`config.mk`:
```
export PLATFORM = sky130hd
export DESIGN_NAME = lru_page_replacement
export DESIGN_NICKNAME = d
export VERILOG_FILES = /design/src/sv/lrupr_pkg.sv /design/src/sv/lrupr_cell.sv /design/src/sv/lru_page_replacement.sv
export SDC_FILE = /design/constraint.sdc
export NUM_CORES = 1
export LEC_CHECK = 0
export BUFFER_PORTS_ARGS = -buffer_cell sky130_fd_sc_hd__buf_2
export CAP_MARGIN = 5
export CORE_ASPECT_RATIO = 0.8
export CORE_MARGIN = 3
export CORE_UTILIZATION = 60
export DETAILED_ROUTE_END_ITERATION = 10
export GPL_TIMING_DRIVEN = 1
export PLACE_DENSITY = 0.86
export RECOVER_POWER = 100
export SLEW_MARGIN = 20
export SYNTH_ARGS = -nofsm -noshare
export SYNTH_HDL_FRONTEND = slang
export SYNTH_SLANG_ARGS = --single-unit
```
`constraint.sdc`:
```
create_clock -name aclk -period 8.9 [get_ports aclk]
set_input_delay 0.445 -clock aclk [delete_from_list [all_inputs] [get_ports aclk]]
set_output_delay 0.445 -clock aclk [all_outputs]
set_load 0.05 [all_outputs]
```
`src/sv/lrupr_pkg.sv`:
```
// ----------------------------------------------------------------------------
// lrupr_pkg
// shared constants and types for the lru page replacement block
// ----------------------------------------------------------------------------
`default_nettype none

package lrupr_pkg;

    localparam int NUM_FRAMES = 4;
    localparam int PAGE_BITS  = 8;
    localparam int FRAME_BITS = (NUM_FRAMES > 1) ? $clog2(NUM_FRAMES) : 1;
    localparam int RANK_BITS  = FRAME_BITS;

    // port field widths
    localparam int PAGE_W  = 8;
    localparam int INDEX_W = 2;
    localparam int COUNT_W = 32;
    localparam int IN_W    = 8;
    localparam int OUT_W   = 80;

    typedef logic [PAGE_BITS-1:0]  page_t;
    typedef logic [FRAME_BITS-1:0] frame_idx_t;
    typedef logic [RANK_BITS-1:0]  rank_t;

    // lookup record handed from one cell to the next
    typedef struct packed {
        logic       hit;
        frame_idx_t hit_idx;
        rank_t      hit_rank;
        logic       empty;
        frame_idx_t empty_idx;
        rank_t      empty_rank;
        logic       best_set;
        frame_idx_t best_idx;
        rank_t      best_rank;
        page_t      best_page;
    } scan_t;

    // update broadcast to every cell
    typedef struct packed {
        logic       en;
        logic       load;
        frame_idx_t chosen;
        rank_t      old_rank;
        page_t      page;
    } upd_t;

endpackage

`default_nettype wire

```
`src/sv/lrupr_cell.sv`:
```
// ----------------------------------------------------------------------------
// lrupr_cell
// one frame: page, valid mark and recency rank, plus its step of the lookup
// ----------------------------------------------------------------------------
`default_nettype none

module lrupr_cell (
    input  wire logic                 aclk,
    input  wire logic                 aresetn,
    input  wire lrupr_pkg::frame_idx_t cell_idx,
    input  wire lrupr_pkg::page_t     page_in,
    input  wire lrupr_pkg::scan_t     scan_in,
    output lrupr_pkg::scan_t          scan_out,
    input  wire lrupr_pkg::upd_t      upd
);
    import lrupr_pkg::*;

    page_t page_reg;
    logic  valid_reg;
    rank_t rank_reg;

    always_comb begin
        scan_out = scan_in;
        if (!scan_in.hit && valid_reg && (page_reg == page_in)) begin
            scan_out.hit      = 1'b1;
            scan_out.hit_idx  = cell_idx;
            scan_out.hit_rank = rank_reg;
        end
        if (!scan_in.empty && !valid_reg) begin
            scan_out.empty      = 1'b1;
            scan_out.empty_idx  = cell_idx;
            scan_out.empty_rank = rank_reg;
        end
        // strictly greater keeps the lowest index on a tie
        if (!scan_in.best_set || (rank_reg > scan_in.best_rank)) begin
            scan_out.best_set  = 1'b1;
            scan_out.best_idx  = cell_idx;
            scan_out.best_rank = rank_reg;
            scan_out.best_page = page_reg;
        end
    end

    always_ff @(posedge aclk) begin
        if (!aresetn) begin
            page_reg  <= '0;
            valid_reg <= 1'b0;
            rank_reg  <= rank_t'(cell_idx);
        end else if (upd.en) begin
            if (upd.chosen == cell_idx) begin
                rank_reg <= '0;
                if (upd.load) begin
                    page_reg  <= upd.page;
                    valid_reg <= 1'b1;
                end
            end else if (rank_reg < upd.old_rank) begin
                rank_reg <= rank_reg + rank_t'(1);
            end
        end
    end

endmodule

`default_nettype wire

```
`src/sv/lru_page_replacement.sv`:
```
// ----------------------------------------------------------------------------
// lru_page_replacement
// lru page replacement over a row of frame cells
// ----------------------------------------------------------------------------
// usage
//   s_axis: one word per page reference, s_tdata holds page_number
//   m_axis: one word per reference with hit flag, frame used, evicted page
//           and the saturating hit and miss counts including this reference
//   the reference is looked up by a chain of frame cells: each cell passes
//   its lookup record (first hit, first empty frame, oldest frame) to the
//   next, and the chosen frame and its old rank are broadcast back so every
//   cell updates its rank in the same edge
//   the result word is registered and is valid in the cycle after the reference word is taken
//   throughput: one word per cycle while m_axis takes the results, set by the single pass of the cell chain
//   the result sits in an output register; while it waits, a new word is
//   taken only in a cycle where the waiting word is also taken, so a stall
//   on m_axis holds s_tready low and nothing is lost
//   reset (aresetn low, synchronous): all frames empty, rank of frame i is
//   i, both counts zero, no result pending
// ----------------------------------------------------------------------------
`default_nettype none

module lru_page_replacement (
    input  wire logic        aclk,
    input  wire logic        aresetn,
    input  wire logic        s_tvalid,
    output logic             s_tready,
    input  wire logic [7:0]  s_tdata,   // [7:0] page_number
    output logic             m_tvalid,
    input  wire logic        m_tready,
    output logic [79:0]      m_tdata    // [0] hit, [2:1] frame_index,
                                        // [3] evicted_valid, [11:4] evicted_page,
                                        // [43:12] hit_total, [75:44] miss_total,
                                        // [79:76] zero
);
    import lrupr_pkg::*;

    page_t page_in;
    scan_t scan_chain [NUM_FRAMES+1];
    scan_t scan_last;
    upd_t  upd;

    logic                 accept;
    logic                 found;
    logic                 evict;
    frame_idx_t           chosen;
    rank_t                old_rank;

    logic [COUNT_W-1:0]   hit_cnt_reg,  hit_cnt_next;
    logic [COUNT_W-1:0]   miss_cnt_reg, miss_cnt_next;
    logic                 out_valid_reg;
    logic [OUT_W-1:0]     out_data_reg, out_data_next;

    assign page_in  = page_t'(s_tdata);
    assign s_tready = !out_valid_reg || m_tready;
    assign accept   = s_tvalid && s_tready;

    assign scan_chain[0] = '0;

    genvar gi;
    generate
        for (gi = 0; gi < NUM_FRAMES; gi++) begin : g_cell
            lrupr_cell u_cell (
                .aclk     (aclk),
                .aresetn  (aresetn),
                .cell_idx (frame_idx_t'(gi)),
                .page_in  (page_in),
                .scan_in  (scan_chain[gi]),
                .scan_out (scan_chain[gi+1]),
                .upd      (upd)
            );
        end
    endgenerate

    assign scan_last = scan_chain[NUM_FRAMES];

    // pick the frame: hit, else first empty, else least recent
    always_comb begin
        found = scan_last.hit;
        evict = 1'b0;
        if (scan_last.hit) begin
            chosen   = scan_last.hit_idx;
            old_rank = scan_last.hit_rank;
        end else if (scan_last.empty) begin
            chosen   = scan_last.empty_idx;
            old_rank = scan_last.empty_rank;
        end else begin
            chosen   = scan_last.best_idx;
            old_rank = scan_last.best_rank;
            evict    = 1'b1;
        end
    end

    always_comb begin
        upd.en       = accept;
        upd.load     = !found;
        upd.chosen   = chosen;
        upd.old_rank = old_rank;
        upd.page     = page_in;
    end

    // saturating counts
    always_comb begin
        hit_cnt_next  = hit_cnt_reg;
        miss_cnt_next = miss_cnt_reg;
        if (found) begin
            if (hit_cnt_reg != '1) begin
                hit_cnt_next = hit_cnt_reg + COUNT_W'(1);
            end
        end else begin
            if (miss_cnt_reg != '1) begin
                miss_cnt_next = miss_cnt_reg + COUNT_W'(1);
            end
        end
    end

    always_comb begin
        out_data_next         = '0;
        out_data_next[0]      = found;
        out_data_next[2:1]    = INDEX_W'(chosen);
        out_data_next[3]      = evict;
        out_data_next[11:4]   = evict ? PAGE_W'(scan_last.best_page) : '0;
        out_data_next[43:12]  = hit_cnt_next;
        out_data_next[75:44]  = miss_cnt_next;
    end

    always_ff @(posedge aclk) begin
        if (!aresetn) begin
            hit_cnt_reg   <= '0;
            miss_cnt_reg  <= '0;
            out_valid_reg <= 1'b0;
        end else begin
            if (accept) begin
                hit_cnt_reg   <= hit_cnt_next;
                miss_cnt_reg  <= miss_cnt_next;
                out_valid_reg <= 1'b1;
            end else if (m_tready) begin
                out_valid_reg <= 1'b0;
            end
        end
    end

    // result payload, no reset needed
    always_ff @(posedge aclk) begin
        if (accept) begin
            out_data_reg <= out_data_next;
        end
    end

    assign m_tvalid = out_valid_reg;
    assign m_tdata  = out_data_reg;

endmodule

`default_nettype wire
```
Word-level counts from Yosys, hierarchy flattened
Index checks and enable logic that the tools add are counted.
{ "word_totals": {"output_inout_bits": 82, "ramBits": 0, "latch_bits": 0, "reg_bits": 185, "elab_cells": 111, "mem_bits_ro": 0, "in_bits": 12, "memories": 0} }
{ "op_classes": {"muxes": 31, "mul": 0, "order_cmp": 7, "n_reduce_logical": 40, "shift": 0, "eq_ne": 9, "addsub": 6, "bitwise_logic": 1, "div_mod_pow": 0} }
{ "ops": {"columns": ["cell", "count"], "rows": [
  ["$mux W32", 4],
  ["$add A32 B1 Y32 const B", 2],
  ["$ne A32 B32 Y1 const B", 2],
  ["$mux W5", 8],
  ["$eq A8 B8 Y1", 4],
  ["$mux W12", 2],
  ["$mux W2", 12],
  ["$reduce_and A3 Y1", 4],
  ["$logic_and A1 B1 Y1", 11],
  ["$mux W11", 1],
  ["$logic_not A1 Y1", 10],
  ["$reduce_bool A2 Y1", 5],
  ["$add A2 B1 Y2 const B", 4],
  ["$lt A2 B2 Y1", 4],
  ["$reduce_and A2 Y1", 4],
  ["$gt A2 B2 Y1", 3],
  ["$eq A2 B2 Y1 const B", 2],
  ["$mux W1", 4],
  ["$logic_or A1 B1 Y1", 3],
  ["$eq A2 B1 Y1 const B", 1],
  ["$logic_not A1 Y1 const A", 2],
  ["$logic_not A2 Y1", 1],
  ["$not A1 Y1", 1]
]} }

Longest topological paths before layout
Gate-level depths: netlist of the first run.
{ "logic_depth": {"depth_word": 19, "ltp_mapped": 23, "mapped_depth_nobuf": 19} }

Cells and area by module
A second synthesis of the first run with hierarchy kept.
{ "unflattened": {"hier_cells": 1067, "hier_area_um2": 10620.2} }
{ "by_module_without_submodules": {"columns": ["mod", "n_inst", "area_each_um2", "cells_per_inst", "seq_area_each_um2"], "rows": [
  ["lru_page_replacement", 1, 6986.7, 695, 3583.4],
  ["lrupr_cell", 4, 908.4, 93, 240.2]
]} }

Worst setup path after synthesis of the first run
OpenSTA, ideal clock, no wires.
{ "synth_path": {"path_kind": "flip-flop to flip-flop", "from": "reg g_cell[1].u_cell.rank_reg[1]", "to": "reg g_cell[1].u_cell.page_reg[6]", "required_ps": 8774, "setup_time_ps": 126, "synth_period_minus_slack_ps": 4792, "path_stages_with_launch": 23, "arrival_ps": 4666, "n_path_buf": 4, "setup_slack_ps": 4108, "cell_sequence": "dfxtp_1 inv_1 ha_1 o21ba_2 a21o_1 clkbuf_1 mux2i_1 inv_1 ha_1 nand2b_1 nand2_1 clkbuf_1 buf_1 o21ai_0 ha_1 nor2b_1 o21ai_0 o311ai_1 o41ai_1 nand4_1 clkbuf_1 nand3_1 o21ai_0"} }
{ "synth_via": {"elab_chain_len": 12} }
{ "synth_rtl": {"columns": ["element", "line", "source"], "rows": [
  ["start, declared", "lrupr_cell.sv:20", "rank_t rank_reg;"],
  ["start signal, assigned", "lrupr_cell.sv:47", "rank_reg <= rank_t'(cell_idx);"],
  ["start signal, assigned", "lrupr_cell.sv:56", "rank_reg <= rank_reg + rank_t'(1);"],
  ["$gt A2 B2 Y1", "lrupr_cell.sv:35", "if (!scan_in.best_set || (rank_reg > scan_in.best_rank)) begin"],
  ["$mux W11 (*)", "lrupr_cell.sv:35", null],
  ["$gt A2 B2 Y1", "lrupr_cell.sv:35", null],
  ["$logic_or A1 B1 Y1", "lrupr_cell.sv:35", null],
  ["$mux W12 (*)", "lrupr_cell.sv:35", null],
  ["$gt A2 B2 Y1", "lrupr_cell.sv:35", null],
  ["$logic_or A1 B1 Y1", "lrupr_cell.sv:35", null],
  ["$mux W12 (*)", "lrupr_cell.sv:35", null],
  ["$mux W2 (*)", "lru_page_replacement.sv:84", "end else if (scan_last.empty) begin"],
  ["$mux W2 (*)", "lru_page_replacement.sv:81", "if (scan_last.hit) begin"],
  ["$eq A2 B1 Y1 (*)", "lrupr_cell.sv:49", "if (upd.chosen == cell_idx) begin"],
  ["$reduce_and A3 Y1 (no line) (*)", null, null],
  ["end signal, assigned", "lrupr_cell.sv:52", "page_reg <= upd.page;"],
  ["end, declared", "lrupr_cell.sv:18", "page_t page_reg;"]
]} }
Mark *: on every way between the ends. The rest lies on a longest branch, timed or not.
A chain may end at the register's enable or synchronous reset.

Worst setup path in the final report of the first run
{ "layout_path": {"from": "reg out_valid_reg (netlist: m_tvalid)", "to": "reg miss_cnt_reg[6]"} }
{ "layout_via": {"elab_chain_len": 3} }
{ "layout_rtl": {"columns": ["element", "line", "source"], "rows": [
  ["start, declared", "lru_page_replacement.sv:51", "logic out_valid_reg;"],
  ["start signal, assigned", "lru_page_replacement.sv:131", "out_valid_reg <= 1'b0;"],
  ["start signal, assigned", "lru_page_replacement.sv:136", "out_valid_reg <= 1'b1;"],
  ["start signal, assigned", "lru_page_replacement.sv:138", "out_valid_reg <= 1'b0;"],
  ["$logic_not A1 Y1", "lru_page_replacement.sv:55", "assign s_tready = !out_valid_reg || m_tready;"],
  ["$logic_or A1 B1 Y1", "lru_page_replacement.sv:55", null],
  ["$logic_and A1 B1 Y1", "lru_page_replacement.sv:56", "assign accept = s_tvalid && s_tready;"],
  ["end signal, assigned", "lru_page_replacement.sv:135", "miss_cnt_reg <= miss_cnt_next;"],
  ["end, declared", "lru_page_replacement.sv:50", "logic [COUNT_W-1:0] miss_cnt_reg, miss_cnt_next;"]
]} }
Every way passes these cells.

==> impl_metrics.py, run 1 <==
metrics = {
    "cts": {
        "clk_path_buf_depth": 2,
        "cts_resized": 0,
        "cts_buffers": 17,
        "postCtsSetupBuffers": 0,
        "clkSinkCount": 185,
        "clock_latency_ns": 0.44,
        "root_buffer": "clkbuf_16",
        "htreeDepth": 4,
        "cts_tree": "yes",
        "cts_hold_buf": 0,
        "clkTransAtPathRegs_ns": 0.07,
    },
    "floorplan": {
        "io_pins": 94,
        "die_w_um": 147,
        "die-area_mm2": 0.0174,
        "row_count": 40,
        "initial_core_util_pct": 62.4,
        "die_h_um": 119,
        "core_mm2": 0.0153,
    },
    "placed_design": {
        "placed_cell_area_mm2": 0.0100,
        "post-place-ws_ns": 3.50,
        "io_buffers": 89,
        "gp_congestion": 0.930,
        "place_hpwl_um": 14200,
    },
    "routing": {
        "wl_per_cell_um": 16.6,
        "ant_nets": 0,
        "drt_first_pass_iters": 7,
        "route.vias.total": 7469,
        "drt_iter0_drc": 654,
        "viasPerCell": 5.90,
        "wl_um": 21000,
        "drc_errors": 0,
    },
    "setup_path": {
        "ff2ff_path_depth": 9,
        "cp_max_fo": 76,
        "reg2reg_setup_slack_ns": 1.86,
        "reg2reg_from": "m_tvalid$_SDFFE_PN0P_",
        "r2r_end": "miss_cnt_reg[6]$_SDFFE_PN0P_",
        "crit_type": "flop to flop",
        "worstPathRequired_ns": 9.16,
        "cp.arrival_ns": 7.31,
        "worstSetupEndpointType": "flop",
        "startpoint_type": "flop",
    },
    "timing": {
        "max_slew_margin_pct": -86.1,
        "max_freq_ghz": 0.142,
        "worst_slack_ns": 1.86,
        "skew_ns": 0.0111,
        "rsz0062_at_grt": "no",
        "holdWs_ns": 0.253,
        "hold_viol_final": 0,
        "tightest_slew_ns": 2.79,
        "fin_crit_sh_pct": 79.2,
        "drv_slew": 275,
        "tns_ns": 0,
        "period_needed_ns": 7.04,
        "setup_viol": 0,
    },
    "power": {
        "pwr-share-clk_pct": 39.0,
        "switching_share_pct": 28.0,
        "seq_power_share_pct": 47.9,
        "p_leak_nw": 3.61,
        "pwr_density_cell_mw_per_mm2": 186,
        "vdd_ir_drop_max_v": 0.000132,
        "finalPower_mw": 1.94,
        "p_sw_mw": 0.544,
        "p_int_mw": 1.40,
        "combPwrFrac_pct": 13.1,
    },
    "global_route": {
        "grt_max_degree": 77,
        "overflow": 0,
        "grt_use_total_pct": 24.3,
        "grt_pass1_wl_um": 34600,
        "antenna_found_initial": 0,
        "grt_pass1_vias": 7019,
    },
    "yosys": {
        "ys_ff_latch": 185,
        "avgSynthCellArea_um2": 9.60,
        "synthMostInstantiatedCell": "dfxtp_1",
        "ys_warn_count": 0,
        "synthesis.area_mm2": 0.00953,
        "ys.flop_type": "dfxtp_1",
        "yosysTopAreaCell": "edfxtp_1",
        "ys_seq_area_share_pct": 46.9,
        "synthArstFlopShare_pct": 0,
        "synth_top_area_share_pct": 24.0,
        "netlist_instances": 992,
        "yosys-top-cells-count": "dfxtp_1, nor2_1, xnor2_1",
        "netlist_top_cells_area": "edfxtp_1, dfxtp_1, xnor2_1",
        "synth_cell_types": 68,
        "synth_edf_count": 76,
    },
    "outcome": {
        "status": "finished, violations left",
        "violations": "capacitance limit, slew limit",
    },
    "finish": {
        "antennaDiodeCount": 0,
        "final_area_mm2": 0.0104,
        "layout-drive-gt1-share_pct": 5.96,
        "final_nets": 1071,
        "largest_reg_flops": 76,
        "areaGrowthSynthToFinish_pct": 9.35,
    },
    "hold_path": {
        "hp-class": "input port to flop",
        "min_to": "m_tvalid$_SDFFE_PN0P_",
        "hold_path.startpoint": "s_tvalid",
        "hold_path_depth": 3,
    },
    "run": {
        "max-cap-violations": 5,
    },
}
## power groups by stage
| stage | combinational (mW) | sequential, mW | clock [mW] |
|---|---|---|---|
| after detailed placement | 0.258 | 0.947 | 0 |
| after floorplan | 0.145 | 1.01 | 0 |
| final | 0.254 | 0.930 | 0.757 |
| after global placement | 0.252 | 0.946 | 0 |
| after global routing | 0.277 | 0.932 | 0.801 |
| after CTS | 0.260 | 0.928 | 0.768 |
## metrics by stage
stage,std cells,util (%)
floorplan,995,-
global placement,1235,65.6
detailed placement,1235,65.6
CTS,1267,69.5
global route,1267,68.2
finish,1267,68.2
## layout by cell type, fill, tap and decap left out, types with 36 or more instances in the layout
master | synthesis | final
a21oi_1 | 37 | 37
nor2_1 | 104 | 107
dfxtp_1 | 109 | 109
nand4_1 | 36 | 36
xnor2_1 | 90 | 90
mux2i_1 | 40 | 40
clkbuf_1 | 43 | 83
nand2_1 | 84 | 83
nand3_1 | 46 | 48
xor2_1 | 38 | 38
edfxtp_1 | 76 | 76
## layout make-up
type	instances	area (um2)
fillers	1185	4850
well taps	210	263
flip-flops and latches	185	4460
clock inverters	14	165
repair buffers	94	368
inverters	25	95.1
multi-input cells	721	4630
clock buffers	18	429
## kinds of logic (layout without fill, tap and decap cells)
family                     after synthesis  after routing  synth area share, %
other                                    1              4               0.0394
and+or+nand+nor                        408            408                 22.6
muxes                                   42             42                 4.48
xor gates and xnor gates               128            128                 11.8
adders and majority gates               15             15                 1.97
buffers and inverters                   89            151                 3.90
AOI/OAI and AO/OA                      124            124                 8.38
DFF                                    185            185                 46.9
## layer usage
metal	track usage, %	vias up	part of all wire [%]
li1	-	3630	-
met1	34.4	3554	45
met2	37.2	247	46
met3	4.71	38	7.5
met4	9.34	0	1.9
met5	0	-	0
## worst max-delay path, stage by stage (launching register included)
cell	delay [ns]
dfxtp_1	0.34
nand2b_1	0.10
nand2_2	0.08
clkbuf_1	1.96
clkinvlp_2	2.07
clkbuf_2	1.22
nand4_1	0.67
nor3_1	0.11
xnor2_1	0.21
nor2_1	0.05
## worst max path at each step
stage	startpoint	endpoint	slack, ns	cells after the start
after floorplan	g_cell[1].u_cell.rank_reg[1]$_SDFFE_PN0P_	g_cell[1].u_cell.page_reg[6]$_SDFFE_PN0P_	4.11	22
after global placement	g_cell[1].u_cell.rank_reg[1]$_SDFFE_PN0P_	g_cell[1].u_cell.page_reg[4]$_SDFFE_PN0P_	3.76	18
after detailed placement	g_cell[1].u_cell.rank_reg[1]$_SDFFE_PN0P_	g_cell[1].u_cell.page_reg[7]$_SDFFE_PN0P_	3.50	18
after CTS	g_cell[1].u_cell.rank_reg[1]$_SDFFE_PN0P_	g_cell[1].u_cell.page_reg[5]$_SDFFE_PN0P_	3.43	18
after global routing	m_tvalid$_SDFFE_PN0P_	miss_cnt_reg[10]$_SDFFE_PN0P_	1.33	9
final	m_tvalid$_SDFFE_PN0P_	miss_cnt_reg[6]$_SDFFE_PN0P_	1.86	9
(Power assumes the default switching activity.)
==> run 2: changes to the inputs <==
==> constraint.sdc (replaced) <==
create_clock -name aclk -period 6.5 [get_ports aclk]
set_input_delay 0.325 -clock aclk [delete_from_list [all_inputs] [get_ports aclk]]
set_output_delay 0.325 -clock aclk [all_outputs]
set_load 0.05 [all_outputs]
==> run 2 against run 1 <==
The run still ends with capacitance limit, slew limit left. Sequential cell count did not move. Setup slack worse by 1.0 ns. Hold slack got worse by 0.11 ns.
==> impl_metrics.py, run 2 (synthesis gave the netlist of run 1 again) <==
metrics = {
    "timing": {
        "drv_slew": 108,
        "tightest_slew_ns": 1.81,
        "max_slew_margin_pct": -20.8,
        "rsz0062_at_grt": "no",
        "period_needed_ns": 5.69,
        "fin_crit_sh_pct": 87.6,
        "setup_viol": 0,
        "hold_viol_final": 0,
        "max_freq_ghz": 0.176,
        "skew_ns": 0.0102,
        "tns_ns": 0,
    },
    "cts": {
        "cts_resized": 0,
        "cts_buffers": 17,
        "clkSinkCount": 185,
        "postCtsSetupBuffers": 0,
        "htreeDepth": 4,
        "clock_latency_ns": 0.44,
        "root_buffer": "clkbuf_16",
        "cts_hold_buf": 0,
        "clkTransAtPathRegs_ns": 0.07,
        "cts_tree": "yes",
        "clk_path_buf_depth": 2,
    },
    "setup_path": {
        "r2r_end": "g_cell[1].u_cell.page_reg[1]$_SDFFE_PN0P_",
        "worstPathRequired_ns": 6.80,
        "startpoint_type": "flop",
        "critical_path_depth": 18,
        "critPathMaxStageDelay_ns": 0.64,
        "reg2reg_setup_slack_ns": 0.81,
        "path_cells": "inv_1 -> ha_1 -> o21ba_2 -> a21o_1 -> mux2i_1 -> inv_1 -> ha_1 -> o21bai_1 -> nand2_1 -> o21ai_0 -> ha_1 -> nor2b_1 -> o21ai_0 -> o311ai_1 -> o41ai_1 -> nand4_1 -> nand3_1 -> o21ai_0",
        "ff2ff_path_depth": 18,
        "cp.arrival_ns": 6.00,
        "reg2reg_from": "g_cell[1].u_cell.rank_reg[1]$_SDFFE_PN0P_",
        "path_delay_family": "compound AO/OA/AOI/OAI gates",
        "startpoint": "g_cell[1].u_cell.rank_reg[1]$_SDFFE_PN0P_",
        "crit_path_top_delay_cell": "o41ai_1",
        "crit_type": "flop to flop",
        "critPathBufInv": 2,
        "cp_max_fo": 20,
        "crit_end": "g_cell[1].u_cell.page_reg[1]$_SDFFE_PN0P_",
        "worstSetupEndpointType": "flop",
    },
    "global_route": {
        "gr-usage-met3_pct": 5.79,
        "grt_max_degree": 72,
        "grt_pass1_wl_um": 34100,
        "overflow": 0,
        "grt_pass1_vias": 7002,
        "gr-usage-met1_pct": 33.0,
        "gr-max-usage-layer": "met2",
        "grt_use_total_pct": 23.9,
        "grt_util_met2_pct": 36.5,
        "antenna_found_initial": 0,
    },
    "floorplan": {
        "row_count": 40,
        "die_w_um": 147,
        "io_pins": 94,
        "die_h_um": 119,
        "core_mm2": 0.0153,
        "die-area_mm2": 0.0174,
        "initial_core_util_pct": 62.4,
    },
    "power": {
        "combPwrFrac_pct": 13.0,
        "p_leak_nw": 3.64,
        "vdd_ir_drop_max_v": 0.000173,
        "switching_share_pct": 28.9,
        "pwr-share-clk_pct": 39.1,
        "p_int_mw": 1.89,
        "p_sw_mw": 0.768,
        "seq_power_share_pct": 47.9,
        "pwr_density_cell_mw_per_mm2": 255,
    },
    "finish": {
        "areaGrowthSynthToFinish_pct": 9.50,
        "final_util_pct": 68.3,
        "final_nets": 1071,
        "layout_commonest_cell": "dfxtp_1",
        "antennaDiodeCount": 0,
        "fin_cells": 1267,
        "layout-drive-gt1-share_pct": 6.15,
        "largest_reg_flops": 76,
        "final_cell_mix": "dfxtp_1, nor2_1, xnor2_1, nand2_1, clkbuf_1",
    },
    "placed_design": {
        "place_hpwl_um": 14000,
        "io_buffers": 89,
        "gp_congestion": 0.906,
        "dp_cells": 1235,
    },
    "run": {
        "max-cap-violations": 2,
    },
    "routing": {
        "drt_first_pass_iters": 5,
        "drc_errors": 0,
        "ant_nets": 0,
        "drt_iter0_drc": 593,
        "wl_per_cell_um": 16.5,
        "viasPerCell": 5.90,
        "wl_um": 20900,
        "route.vias.total": 7475,
    },
    "hold_path": {
        "hold_path_depth": 3,
        "hp-class": "input port to flop",
    },
    "outcome": {
        "violations": "capacitance limit, slew limit",
        "status": "finished, violations left",
    },
}
-- run 2: area by class of cell --
cell class / count / area (um2)
multi-input combinational: 721 / 4630
clock inverter: 15 / 175
fill: 1178 / 4830
inverter: 25 / 95.1
tap: 210 / 263
timing repair buffer: 94 / 379
clock buffer: 17 / 425
sequential: 185 / 4460
-- run 2: per-layer routing --
metal,vias up,share of wire (%)
li1,3640,-
met1,3528,46
met2,260,45
met3,47,7.4
met4,0,2.2
met5,-,0
-- run 2: how the worst min path moves through the flow --
| stage | slack, ns | end | start |
|---|---|---|---|
| after floorplan | 0.45 | miss_cnt_reg[31]$_SDFFE_PN0P_ | miss_cnt_reg[31]$_SDFFE_PN0P_ |
| after global routing | 0.15 | m_tvalid$_SDFFE_PN0P_ | s_tvalid |
| after global placement | 0.46 | miss_cnt_reg[31]$_SDFFE_PN0P_ | miss_cnt_reg[31]$_SDFFE_PN0P_ |
| final | 0.14 | m_tvalid$_SDFFE_PN0P_ | s_tvalid |
| after detailed placement | 0.48 | g_cell[2].u_cell.page_reg[6]$_SDFFE_PN0P_ | g_cell[2].u_cell.page_reg[6]$_SDFFE_PN0P_ |
| after CTS | 0.13 | m_tvalid$_SDFFE_PN0P_ | s_tvalid |
-- run 2: metrics by stage --
step / power (mW) / hold slack [ns] / setup slack, ns / area (um2)
global route: 2.75 / 0.149 / 0.137 / 10400
CTS: 2.67 / 0.133 / 1.01 / 10600
finish: 2.66 / 0.144 / 0.805 / 10400
detailed placement: 1.65 / 0.478 / 1.11 / 10000
floorplan: 1.58 / 0.452 / 1.71 / 9540
global placement: 1.64 / 0.462 / 1.30 / 10000
-- run 2: worst register-to-register path, cell delays in order (launching register included) --
cell	delay (ns)
dfxtp_1	0.44
inv_1	0.10
ha_1	0.30
o21ba_2	0.14
a21o_1	0.39
mux2i_1	0.35
inv_1	0.09
ha_1	0.19
o21bai_1	0.22
nand2_1	0.40
o21ai_0	0.30
ha_1	0.26
nor2b_1	0.14
o21ai_0	0.43
o311ai_1	0.24
o41ai_1	0.64
nand4_1	0.55
nand3_1	0.31
o21ai_0	0.10
-- run 2: power groups by stage --
stage               Clock [mW]  Sequential [mW]  Combinational, mW
floorplan                    0             1.38              0.199
global placement             0             1.29              0.347
detailed placement           0             1.30              0.351
CTS                       1.05             1.27              0.353
global route              1.09             1.28              0.378
finish                    1.04             1.27              0.346
